[src/design/adcti_pkg.sv]
package adcti_pkg;

  localparam int DATA_W        = 16;
  localparam int PROD_W        = 32;
  localparam int CNT_W         = $clog2(PROD_W);
  localparam int CFG_IDX_W     = 3;
  localparam int TABLE_ENTRIES = 131;
  localparam int ROM_POINTS    = 131;
  localparam int USED_ENTRIES  = (TABLE_ENTRIES < ROM_POINTS) ? TABLE_ENTRIES : ROM_POINTS;
  localparam int IDX_W         = $clog2(ROM_POINTS);

  // Highest segment the index may hold, and the last table point.
  localparam logic [IDX_W-1:0] SEG_TOP  = IDX_W'(USED_ENTRIES - 2);
  localparam logic [IDX_W-1:0] SEG_LAST = IDX_W'(USED_ENTRIES - 1);

  localparam logic [CFG_IDX_W-1:0] CFG_MODE      = 3'd0;
  localparam logic [CFG_IDX_W-1:0] CFG_OFFSET    = 3'd1;
  localparam logic [CFG_IDX_W-1:0] CFG_TEMP_LOW  = 3'd2;
  localparam logic [CFG_IDX_W-1:0] CFG_TEMP_HIGH = 3'd3;
  localparam logic [CFG_IDX_W-1:0] CFG_RES_LOW   = 3'd4;
  localparam logic [CFG_IDX_W-1:0] CFG_RES_HIGH  = 3'd5;

  localparam logic [1:0] MODE_RAW  = 2'd0;
  localparam logic [1:0] MODE_RES  = 2'd1;
  localparam logic [1:0] MODE_TEMP = 2'd2;

  localparam logic [1:0] FLAG_IN    = 2'd0;
  localparam logic [1:0] FLAG_BELOW = 2'd1;
  localparam logic [1:0] FLAG_ABOVE = 2'd2;

  localparam logic [DATA_W-1:0] RST_TEMP_LOW  = 16'd3400;
  localparam logic [DATA_W-1:0] RST_TEMP_HIGH = 16'd4400;
  localparam logic [DATA_W-1:0] RST_RES_LOW   = 16'd22333;
  localparam logic [DATA_W-1:0] RST_RES_HIGH  = 16'd33527;

  localparam logic [DATA_W-1:0] TEMP_TAB [ROM_POINTS] = '{
    16'd3400,16'd3410,16'd3420,16'd3430,16'd3440,16'd3450,16'd3460,16'd3470,16'd3480,16'd3490,
    16'd3500,16'd3505,16'd3510,16'd3515,16'd3520,16'd3525,16'd3530,16'd3535,16'd3540,16'd3545,
    16'd3550,16'd3555,16'd3560,16'd3565,16'd3570,16'd3575,16'd3580,16'd3585,16'd3590,16'd3595,
    16'd3600,16'd3605,16'd3610,16'd3615,16'd3620,16'd3625,16'd3630,16'd3635,16'd3640,16'd3645,
    16'd3650,16'd3655,16'd3660,16'd3665,16'd3670,16'd3675,16'd3680,16'd3685,16'd3690,16'd3695,
    16'd3700,16'd3705,16'd3710,16'd3715,16'd3720,16'd3725,16'd3730,16'd3735,16'd3740,16'd3745,
    16'd3750,16'd3755,16'd3760,16'd3765,16'd3770,16'd3775,16'd3780,16'd3785,16'd3790,16'd3795,
    16'd3800,16'd3810,16'd3820,16'd3830,16'd3840,16'd3850,16'd3860,16'd3870,16'd3880,16'd3890,
    16'd3900,16'd3910,16'd3920,16'd3930,16'd3940,16'd3950,16'd3960,16'd3970,16'd3980,16'd3990,
    16'd4000,16'd4010,16'd4020,16'd4030,16'd4040,16'd4050,16'd4060,16'd4070,16'd4080,16'd4090,
    16'd4100,16'd4110,16'd4120,16'd4130,16'd4140,16'd4150,16'd4160,16'd4170,16'd4180,16'd4190,
    16'd4200,16'd4210,16'd4220,16'd4230,16'd4240,16'd4250,16'd4260,16'd4270,16'd4280,16'd4290,
    16'd4300,16'd4310,16'd4320,16'd4330,16'd4340,16'd4350,16'd4360,16'd4370,16'd4380,16'd4390,
    16'd4400
  };

  localparam logic [DATA_W-1:0] RES_TAB [ROM_POINTS] = '{
    16'd33527,16'd33388,16'd33250,16'd33113,16'd32976,16'd32840,16'd32704,16'd32570,
    16'd32435,16'd32302,
    16'd32168,16'd32102,16'd32036,16'd31970,16'd31904,16'd31838,16'd31773,16'd31707,
    16'd31642,16'd31577,
    16'd31512,16'd31447,16'd31382,16'd31318,16'd31253,16'd31189,16'd31125,16'd31061,
    16'd30997,16'd30934,
    16'd30870,16'd30807,16'd30743,16'd30680,16'd30617,16'd30555,16'd30492,16'd30429,
    16'd30367,16'd30305,
    16'd30243,16'd30181,16'd30119,16'd30057,16'd29995,16'd29934,16'd29873,16'd29812,
    16'd29751,16'd29690,
    16'd29629,16'd29568,16'd29508,16'd29448,16'd29387,16'd29327,16'd29267,16'd29208,
    16'd29148,16'd29088,
    16'd29029,16'd28970,16'd28911,16'd28852,16'd28793,16'd28734,16'd28676,16'd28617,
    16'd28559,16'd28501,
    16'd28442,16'd28327,16'd28211,16'd28097,16'd27983,16'd27869,16'd27756,16'd27643,
    16'd27531,16'd27419,
    16'd27308,16'd27197,16'd27087,16'd26977,16'd26868,16'd26759,16'd26651,16'd26543,
    16'd26436,16'd26329,
    16'd26223,16'd26117,16'd26012,16'd25907,16'd25802,16'd25698,16'd25595,16'd25491,
    16'd25389,16'd25287,
    16'd25185,16'd25084,16'd24983,16'd24882,16'd24782,16'd24683,16'd24584,16'd24485,
    16'd24387,16'd24289,
    16'd24192,16'd24095,16'd23999,16'd23903,16'd23807,16'd23712,16'd23617,16'd23523,
    16'd23429,16'd23335,
    16'd23242,16'd23149,16'd23057,16'd22965,16'd22873,16'd22782,16'd22692,16'd22601,
    16'd22511,16'd22422,
    16'd22333
  };

  localparam logic [DATA_W-1:0] ADC_TAB [ROM_POINTS] = '{
    16'd16247,16'd16281,16'd16316,16'd16349,16'd16384,16'd16419,16'd16452,16'd16486,
    16'd16520,16'd16554,
    16'd16588,16'd16605,16'd16621,16'd16639,16'd16655,16'd16671,16'd16689,16'd16706,
    16'd16723,16'd16740,
    16'd16756,16'd16773,16'd16789,16'd16807,16'd16824,16'd16840,16'd16857,16'd16874,
    16'd16891,16'd16907,
    16'd16925,16'd16942,16'd16958,16'd16976,16'd16992,16'd17009,16'd17026,16'd17042,
    16'd17059,16'd17075,
    16'd17092,16'd17110,16'd17127,16'd17144,16'd17161,16'd17177,16'd17194,16'd17211,
    16'd17228,16'd17245,
    16'd17261,16'd17278,16'd17295,16'd17311,16'd17327,16'd17344,16'd17361,16'd17378,
    16'd17394,16'd17411,
    16'd17427,16'd17444,16'd17461,16'd17477,16'd17494,16'd17511,16'd17528,16'd17544,
    16'd17560,16'd17577,
    16'd17594,16'd17627,16'd17660,16'd17693,16'd17726,16'd17759,16'd17793,16'd17825,
    16'd17858,16'd17892,
    16'd17925,16'd17958,16'd17990,16'd18023,16'd18057,16'd18090,16'd18122,16'd18155,
    16'd18188,16'd18221,
    16'd18254,16'd18286,16'd18318,16'd18351,16'd18384,16'd18416,16'd18448,16'd18481,
    16'd18514,16'd18546,
    16'd18579,16'd18612,16'd18644,16'd18677,16'd18709,16'd18741,16'd18773,16'd18806,
    16'd18837,16'd18869,
    16'd18901,16'd18933,16'd18966,16'd18997,16'd19030,16'd19062,16'd19094,16'd19125,
    16'd19158,16'd19189,
    16'd19221,16'd19253,16'd19284,16'd19316,16'd19348,16'd19379,16'd19410,16'd19443,
    16'd19474,16'd19505,
    16'd19536
  };

endpackage

[src/design/adc_to_temperature_table_interp.sv]
// Thermistor ADC sample to raw code, resistance or temperature.
// Input channel: adc_sample with in_valid/in_ready. Output channel: value and
// range_flag with out_valid/out_ready. One result comes out per input transaction.
// Configuration is a plain write port (cfg_en, cfg_index, cfg_data); the user must
// write it only while no transaction is in flight; the block does not enforce it.
// Raw mode and samples outside the table go from the idle state straight to the
// emit state. Inside the table the stored segment index is walked one table
// entry per cycle, by at most 129 entries, then the sample passes segment setup,
// the 16x16 multiply, a span check (a zero span skips the divider), the bit-serial
// divider and the final add.
// in_ready is high only while the sequencer is idle, so one sample is in work
// at a time; the next sample can be taken in the cycle after the previous
// result is registered.
// A finished result sits in the output register; if the receiver
// stalls, the next sample is still taken and its result waits in the
// sequencer until the output register frees.
// Reset (rst, synchronous) restores the register defaults, clears the segment
// index and drops out_valid.
module adc_to_temperature_table_interp (
  input  logic                            clk,
  input  logic                            rst,
  input  logic                            in_valid,
  output logic                            in_ready,
  input  logic [adcti_pkg::DATA_W-1:0]    adc_sample,
  output logic                            out_valid,
  input  logic                            out_ready,
  output logic [adcti_pkg::DATA_W-1:0]    value,
  output logic [1:0]                      range_flag,
  input  logic                            cfg_en,
  input  logic [adcti_pkg::CFG_IDX_W-1:0] cfg_index,
  input  logic [adcti_pkg::DATA_W-1:0]    cfg_data
);
  import adcti_pkg::*;

  typedef enum logic [3:0] {
    S_IDLE, S_WALK_DN, S_WALK_UP, S_PREP, S_MULT, S_ADJ, S_DIV, S_FINISH, S_EMIT
  } state_t;

  state_t            state;
  logic [1:0]        mode;
  logic [DATA_W-1:0] cali_offset;
  logic [DATA_W-1:0] temp_low_code;
  logic [DATA_W-1:0] temp_high_code;
  logic [DATA_W-1:0] res_low_code;
  logic [DATA_W-1:0] res_high_code;

  logic [IDX_W-1:0]  seg;
  logic [IDX_W-1:0]  seg_inc;
  logic [DATA_W-1:0] v;
  logic [DATA_W-1:0] v_in;
  logic [DATA_W-1:0] span;
  logic [DATA_W-1:0] off;
  logic [DATA_W-1:0] delta;
  logic [DATA_W-1:0] base;
  logic [PROD_W-1:0] prod;
  logic [PROD_W-1:0] dividend;
  logic [DATA_W-1:0] result;
  logic [1:0]        flag;
  logic              is_temp;
  logic              div_start;
  logic              div_done;
  logic [PROD_W-1:0] div_quo;
  logic [DATA_W-1:0] a_lo;
  logic [DATA_W-1:0] a_hi;

  assign in_ready = (state == S_IDLE);
  assign v_in     = adc_sample - cali_offset;
  assign seg_inc  = seg + IDX_W'(1);
  assign a_lo     = ADC_TAB[seg];
  assign a_hi     = ADC_TAB[seg_inc];
  assign is_temp  = (mode == MODE_TEMP);

  // Resistance rounds the quotient up, so bias the numerator by span-1.
  assign dividend  = is_temp ? prod : prod + {{(PROD_W-DATA_W){1'b0}}, span} - PROD_W'(1);
  assign div_start = (state == S_ADJ) && (span != '0);

  always_ff @(posedge clk) begin
    if (rst) begin
      mode           <= MODE_TEMP;
      cali_offset    <= '0;
      temp_low_code  <= RST_TEMP_LOW;
      temp_high_code <= RST_TEMP_HIGH;
      res_low_code   <= RST_RES_LOW;
      res_high_code  <= RST_RES_HIGH;
    end else if (cfg_en) begin
      unique case (cfg_index)
        CFG_MODE:      mode           <= cfg_data[1:0];
        CFG_OFFSET:    cali_offset    <= cfg_data;
        CFG_TEMP_LOW:  temp_low_code  <= cfg_data;
        CFG_TEMP_HIGH: temp_high_code <= cfg_data;
        CFG_RES_LOW:   res_low_code   <= cfg_data;
        CFG_RES_HIGH:  res_high_code  <= cfg_data;
        default: ;
      endcase
    end
  end

  adcti_divider u_div (
    .clk      (clk),
    .rst      (rst),
    .start    (div_start),
    .dividend (dividend),
    .divisor  (span),
    .done     (div_done),
    .quotient (div_quo)
  );

  always_ff @(posedge clk) begin
    if (rst) begin
      state     <= S_IDLE;
      seg       <= '0;
      out_valid <= 1'b0;
    end else begin
      // The emit state decides out_valid on its own.
      if (out_ready && state != S_EMIT) begin
        out_valid <= 1'b0;
      end
      unique case (state)
        S_IDLE: begin
          if (in_valid) begin
            v <= v_in;
            if (mode != MODE_RES && mode != MODE_TEMP) begin
              result <= v_in;
              flag   <= FLAG_IN;
              state  <= S_EMIT;
            end else if (v_in < ADC_TAB[0]) begin
              seg    <= '0;
              result <= is_temp ? temp_low_code : res_high_code;
              flag   <= FLAG_BELOW;
              state  <= S_EMIT;
            end else if (v_in > ADC_TAB[SEG_LAST]) begin
              seg    <= SEG_TOP;
              result <= is_temp ? temp_high_code : res_low_code;
              flag   <= FLAG_ABOVE;
              state  <= S_EMIT;
            end else begin
              if (seg > SEG_TOP) begin
                seg <= SEG_TOP;
              end
              flag  <= FLAG_IN;
              state <= S_WALK_DN;
            end
          end
        end
        S_WALK_DN: begin
          if (seg != '0 && a_lo > v) begin
            seg <= seg - IDX_W'(1);
          end else begin
            state <= S_WALK_UP;
          end
        end
        S_WALK_UP: begin
          if (seg < SEG_TOP && a_hi < v) begin
            seg <= seg_inc;
          end else begin
            state <= S_PREP;
          end
        end
        S_PREP: begin
          span  <= a_hi - a_lo;
          off   <= v - a_lo;
          delta <= is_temp ? TEMP_TAB[seg_inc] - TEMP_TAB[seg] : RES_TAB[seg] - RES_TAB[seg_inc];
          base  <= is_temp ? TEMP_TAB[seg] : RES_TAB[seg];
          state <= S_MULT;
        end
        S_MULT: begin
          prod  <= {{(PROD_W-DATA_W){1'b0}}, delta} * {{(PROD_W-DATA_W){1'b0}}, off};
          state <= S_ADJ;
        end
        S_ADJ: begin
          // A zero-width segment contributes no fraction.
          if (span == '0) begin
            result <= base;
            state  <= S_EMIT;
          end else begin
            state <= S_DIV;
          end
        end
        S_DIV: begin
          if (div_done) begin
            state <= S_FINISH;
          end
        end
        S_FINISH: begin
          result <= is_temp ? base + div_quo[DATA_W-1:0] : base - div_quo[DATA_W-1:0];
          state  <= S_EMIT;
        end
        S_EMIT: begin
          if (!out_valid || out_ready) begin
            out_valid  <= 1'b1;
            value      <= result;
            range_flag <= flag;
            state      <= S_IDLE;
          end
        end
        default: state <= S_IDLE;
      endcase
    end
  end

endmodule

[src/design/adcti_divider.sv]
module adcti_divider (
  input  logic                       clk,
  input  logic                       rst,
  input  logic                       start,
  input  logic [adcti_pkg::PROD_W-1:0] dividend,
  input  logic [adcti_pkg::DATA_W-1:0] divisor,
  output logic                       done,
  output logic [adcti_pkg::PROD_W-1:0] quotient
);
  import adcti_pkg::*;

  logic              busy;
  logic [CNT_W-1:0]  cnt;
  logic [DATA_W-1:0] rem;
  logic [DATA_W-1:0] dsor;
  logic [DATA_W:0]   trial;
  logic              fits;

  // Restoring division, one quotient bit per cycle, MSB first.
  assign trial = {rem, quotient[PROD_W-1]};
  assign fits  = trial >= {1'b0, dsor};

  always_ff @(posedge clk) begin
    if (rst) begin
      busy <= 1'b0;
      done <= 1'b0;
    end else begin
      done <= !start && busy && (cnt == CNT_W'(PROD_W - 1));
      if (start) begin
        busy     <= 1'b1;
        cnt      <= '0;
        rem      <= '0;
        dsor     <= divisor;
        quotient <= dividend;
      end else if (busy) begin
        rem      <= fits ? DATA_W'(trial - {1'b0, dsor}) : trial[DATA_W-1:0];
        quotient <= {quotient[PROD_W-2:0], fits};
        cnt      <= cnt + CNT_W'(1);
        if (cnt == CNT_W'(PROD_W - 1)) begin
          busy <= 1'b0;
        end
      end
    end
  end

endmodule

[config.mk]
export PLATFORM = sky130hd
export DESIGN_NAME = adc_to_temperature_table_interp
export DESIGN_NICKNAME = d
export VERILOG_FILES = /design/src/design/adcti_pkg.sv /design/src/design/adc_to_temperature_table_interp.sv /design/src/design/adcti_divider.sv
export SDC_FILE = /design/constraint.sdc
export NUM_CORES = 2
export LEC_CHECK = 0
export ABC_AREA = 1
export BUFFER_PORTS_ARGS = -buffer_cell sky130_fd_sc_hd__buf_4
export CORE_AREA = 3 3 320 322
export DETAILED_ROUTE_END_ITERATION = 12
export DIE_AREA = 0 0 323 325
export SLEW_MARGIN = 20
export SYNTH_ARGS = -nofsm -noshare
export SYNTH_HDL_FRONTEND = slang
export SYNTH_SLANG_ARGS = --single-unit
[constraint.sdc]
create_clock -name clk -period 13.1 [get_ports clk]
set_input_delay 0.655 -clock clk [delete_from_list [all_inputs] [get_ports clk]]
set_output_delay 0.655 -clock clk [all_outputs]
set_load 0.02 [all_outputs]
After elaboration in Yosys (flattened, before gate mapping) --
Memory sizes are Yosys's and may differ from the RTL's. Cells that the tools add are included.
Word-level totals: register bits after elaboration 314, memory bits (read-only) 24576, input bits 40, logic and storage cells 176, memories kept 6
Memories:
- (no name shown) | words 256, width 16, read ports 1, clocked after memory_dff 0, write ports 0, RTL line adc_to_temperature_table_interp.sv:163 | base <= is_temp ? TEMP_TAB[seg] : RES_TAB[seg];
- (no name shown) | words 256, width 16, read ports 1, clocked after memory_dff 0, write ports 0, RTL line adc_to_temperature_table_interp.sv:163
- (no name shown) | words 256, width 16, read ports 1, clocked after memory_dff 0, write ports 0, RTL line adc_to_temperature_table_interp.sv:162 | delta <= is_temp ? TEMP_TAB[seg_inc] - TEMP_TAB[seg] : RES_TAB[seg] - RES_TAB[seg_inc];
- (no name shown) | words 256, width 16, read ports 1, clocked after memory_dff 0, write ports 0, RTL line adc_to_temperature_table_interp.sv:162
- (no name shown) | words 256, width 16, read ports 1, clocked after memory_dff 0, write ports 0, RTL line adc_to_temperature_table_interp.sv:70 | assign a_hi = ADC_TAB[seg_inc];
- (no name shown) | words 256, width 16, read ports 1, clocked after memory_dff 0, write ports 0, RTL line adc_to_temperature_table_interp.sv:69 | assign a_lo = ADC_TAB[seg];
Operators by class: add/sub/neg operators 13, $mul 1, $lt $le $gt $ge 9, equal/unequal tests 29, mux-type cells 55, bitwise gates (word level) 3, reductions and logical operators 34
Operator list (number):
- 16-bit two-way mux | 24
- 16-bit subtractor | 7
- 32-bit two-way mux | 3
- 8-bit two-way mux | 7
- 16-bit one-hot mux with 3 select lines | 1
- 4-bit two-way mux | 9
- 4-bit one-hot mux with 9 select lines | 1
- 32-bit by 16-bit adder with 32-bit output | 1
- 16-bit by 16-bit multiplier with 32-bit output | 1
- 32-bit by 1-bit subtractor with 32-bit output, second input constant | 1
- 8-bit one-hot mux with 3 select lines | 1
- 2-bit AND reduction | 10
- 9-bit greater-or-equal comparator, second input constant | 2
- 8-bit inverter with 9-bit output | 2
- 17-bit by 16-bit greater-or-equal comparator with 1-bit output | 1
- 16-bit adder | 1
- 4-bit by 3-bit equality test with 1-bit output, second input constant | 4
- 16-bit by 15-bit greater-than comparator with 1-bit output, second input constant | 1
- 16-bit greater-than comparator | 1
- 16-bit zero test | 1
- 16-bit by 14-bit < comparator with 1-bit output, second input constant | 1
- 16-bit < comparator | 1
- 2-bit != test, second input constant | 8
- 16-bit nonzero test | 1
- 32 further kinds | 54

Longest topological paths before layout --
word-level depth 9, gate-level depth with buffers 33

Cells and area by module --
A second synthesis with hierarchy kept.
Unflattened totals: cell total of the unflattened synthesis 5035, area, all modules 35793.1 µm²
By module, submodules not included:
- adc_to_temperature_table_interp | times used 1, cells each 4522, area an instance 31637.8 µm²
- adcti_divider | times used 1, cells each 513, area an instance 4155.2 µm²

Worst setup path after synthesis --
OpenSTA, ideal clock, no wires.
path kind register to register, start register delta[10], end register prod[30] (data pin), library setup time 265 ps, data arrival time 5737 ps, slack 7098 ps, stages on the path, launching flop included 25, buffers on the path 2, clock period less this slack 6002 ps, cell sequence edfxtp_1 > clkbuf_1 > clkbuf_1 > nand2_1 > fa_1 > fa_1 > fa_1 > fa_1 > inv_1 > fa_1 > inv_1 > fa_1 > inv_1 > ha_1 > a21oi_1 > o21ai_0 > nor2_1 > inv_1 > nand2_1 > nand2_1 > a21boi_0 > o21bai_1 > a31oi_1 > o21ai_0 > xor2_1
Between the ends: word-level cells in the longest chain between the ends 1
RTL lines:
- start, declared | RTL line adc_to_temperature_table_interp.sv:53 | logic [DATA_W-1:0] delta;
- start signal, assigned | RTL line adc_to_temperature_table_interp.sv:162
- 16-bit by 16-bit multiplier with 32-bit output | RTL line adc_to_temperature_table_interp.sv:167 | prod <= {{(PROD_W-DATA_W){1'b0}}, delta} * {{(PROD_W-DATA_W){1'b0}}, off};
- end signal, assigned | RTL line adc_to_temperature_table_interp.sv:167
- end, declared | RTL line adc_to_temperature_table_interp.sv:55 | logic [PROD_W-1:0] prod;
Every way passes these cells. A chain may end at the register's enable or synchronous reset.

Final worst setup path --
start register seg[1], end register seg[0]
Between the ends: word-level cells in the longest chain between the ends 9, elaborated cells between the ends (all ways) 20
RTL lines:
- start, declared | RTL line adc_to_temperature_table_interp.sv:47 | logic [IDX_W-1:0] seg;
- start signal, assigned | RTL line adc_to_temperature_table_interp.sv:147 | seg <= seg - IDX_W'(1);
- start signal, assigned | RTL line adc_to_temperature_table_interp.sv:154 | seg <= seg_inc;
- 8-bit by 1-bit adder with 8-bit output | RTL line adc_to_temperature_table_interp.sv:68 | assign seg_inc = seg + IDX_W'(1);
- 8-bit inverter with 9-bit output (implied by the code) | RTL line adc_to_temperature_table_interp.sv:70
- memory 256 x 16 bit
- 16-bit two-way mux (implied by the code) (2 in series) | RTL line adc_to_temperature_table_interp.sv:70
- 16-bit < comparator | RTL line adc_to_temperature_table_interp.sv:153 | if (seg < SEG_TOP && a_hi < v) begin
- 1-bit logical AND | RTL line adc_to_temperature_table_interp.sv:153
- 2-bit != test (no line)
- 6-bit AND reduction (no line) *
Every way passes the cells marked *; elsewhere a longest branch is shown, timed or not. The select of a mux whose other input is x is not followed.

==> reports/results.txt <==
data required time at the worst endpoint: 13.54 ns
Min-Delay Path Class: in2reg
Post-CTS Hold Buffers: 0
CTS clk-pin slew, worst paths: 0.06 ns
Max-slew headroom: 0.210
FF+latch count, synth: 314
Overflow after GRT: 0
Reg2Reg Setup Slack: 5.71 ns
layout cell share with drive strength beyond 1: 0.0501
Placer Congestion: 1.06
DR pass1 iterations: 6
H-tree depth: 2
area grow syn2layout: 8.27%
post-synthesis sequential area ratio: 0.243
fill count: 10601
drt total wl: 130000 µm
Distinct cells, synth: 66
CP Class: reg2reg
crit-path max FO: 16
root buffer cell: clkbuf_16
Tmin final: 7.39 ns
Syn Area/Cell: 7.26 µm²
Worst-Margin Slew: 1.18 ns
count of standard-cell rows: 116
biggest regs: prod (32), u_div.quotient (32)
drt wl/cell: 21.5 µm
Crit. End Element: flop
Final HPWL DP: 100000 µm
Static Leak: 18.2 nW
CTS Sinks: 314
Yosys Warn Count: 0
via density per instance: 5.46
Core Area: 0.0999 mm²
Final nets: 5283
hold depth: 3
DRC Markers: 0
DRT antenna net count: 0
max frequency: 135 MHz
Starting Density: 0.348
Final Slew Violations: 0
Placed Instances: 5983
Max VDD drop: 0.122 mV
Tot Pwr: 8.71 mW
RSZ-0062 raised after global routing: false
Yosys top cell by area: edfxtp_1
first-pass GRT wire length: 196000 µm
post-cts sizing count: 0
Syn Nets: 5347
Max Cap Violations: 0
Die Ht: 325 µm
Post-synth EDFFs: 217
largest net degree at the start of global routing: 91
post-synthesis cell count: 4790
total CTS buffers: 39
vias in the first global route: 31922
Area contributors post-synth: edfxtp_1, fa_1, ha_1
number of I/O port buffers: 59
final instance area: 0.0377 mm²
Non-Filler Instances: 6051
initial DRC count: 3306
Die Area: 0.105 mm²
Post CTS Setup Buffer Count: 0
count leader, synth: nand2_1
CTS tree: yes
Final Setup Violations: 0
final setup TNS: 0 ns
Synth top area share: 0.187
GRT Total Usage: 0.241
Critical Path AT: 7.82 ns
outcome: complete, no violations
pwr/cell area: 231 mW/mm²
top cells by count, synth: nand2_1, inv_1, nor2_1
antenna violations before repair: 1
cell area after synthesis: 0.0348 mm²
Hold Vio Cnt, Final: 0
Worst-Skew Late Latency: 0.56 ns
vias post-DR: 33012
cell area after placement: 0.0365 mm²
Final Skew: 0.0216 ns
predominant post-synthesis flop cell: edfxtp_1
ys async rst share: 0
clk buf depth: 3
startpoint types: flop
period utilization: 0.564
die width: 323 µm
R2R depth: 22
IO Count: 60
-- logic make-up after synthesis --
logic type | count (synthesis) | share of synthesized area
simple gates | 1749 | 0.206
buf+inv | 1049 | 0.115
fa+ha+maj | 517 | 0.230
mux | 1 | 0.000288
compound gates | 1026 | 0.171
flops | 314 | 0.243
xor+xnor | 134 | 0.0342
-- layout by cell type, fill, tap and decap left out, drive strengths merged, types with 69 or more instances in the layout --
cell type  Yosys  layout
buf           65     117
ha           312     312
inv          816     819
a21oi        334     334
o21ai        375     375
nand2       1012    1012
o211ai        69      69
xor2          85      85
nor2         394     394
fa           205     205
nand3        233     233
edfxtp       217     217
dfxtp         97      97
-- per-stage QoR --
stage                      util  hold slack, ns  worst slack [ns]
after floorplan               -           0.400              7.10
after global placement    0.365           0.408              6.01
after detailed placement  0.365           0.406              5.94
after CTS                 0.377           0.344              5.91
after global routing      0.377           0.356              5.26
final                     0.377           0.364              5.71
-- routing by layer --
| metal | up-vias | global-route usage | part of all wire |
|---|---|---|---|
| met5 | - | 0 | 0.000092 |
| met4 | 2 | 0.103 | 0.048 |
| met3 | 321 | 0.0323 | 0.072 |
| met2 | 1423 | 0.379 | 0.45 |
| met1 | 15675 | 0.331 | 0.43 |
| li1 | 15591 | - | - |
-- final cells by class --
type / count / area, µm² / share of cell area
antenna: 1 / 2.50 / 0.0000664
clock buffer: 47 / 1060 / 0.0281
clock inverter: 20 / 159 / 0.00422
inverter: 827 / 3110 / 0.0825
multi-input combinational: 3427 / 22400 / 0.594
sequential: 314 / 8460 / 0.225
tap: 1298 / 1620 / 0.0431
timing repair buffer: 117 / 878 / 0.0233
-- path summary, 6_finish.rpt --
path                                   from                to
worst max register to register       seg[1]            seg[0]
worst min-delay path            cfg_data[2]  res_high_code[2]
worst min register to register    result[9]          value[9]
worst max-delay path                 seg[1]            seg[0]
-- worst max-delay path, cell delays in order, from the launching register on --
cell and delay [ns]:
dfxtp_1 0.71, inv_1 0.39, ha_1 0.90, clkinv_1 0.61, nor2_1 0.64, nor2_1 0.13, a2111oi_0 0.50, inv_1 0.10
a31oi_1 0.57, fa_1 0.36, inv_1 0.06, a31oi_1 0.29, o21ai_0 0.21, a31oi_1 0.25, o21ai_0 0.21, nand4_1 0.16
nand3_1 0.11, nand2_1 0.08, nand2_1 0.07, nor2_2 0.57, nand3_1 0.17, nand2_1 0.10, nor2_1 0.05
-- where the power goes --
group          internal (mW)  total [mW]  switching [mW]
logic                   2.03        6.26            4.23
clock network          0.599        1.04           0.437
registers               1.36        1.41          0.0552
total                   3.98        8.71            4.73
Note: power is estimated with default switching activity, not from simulation.
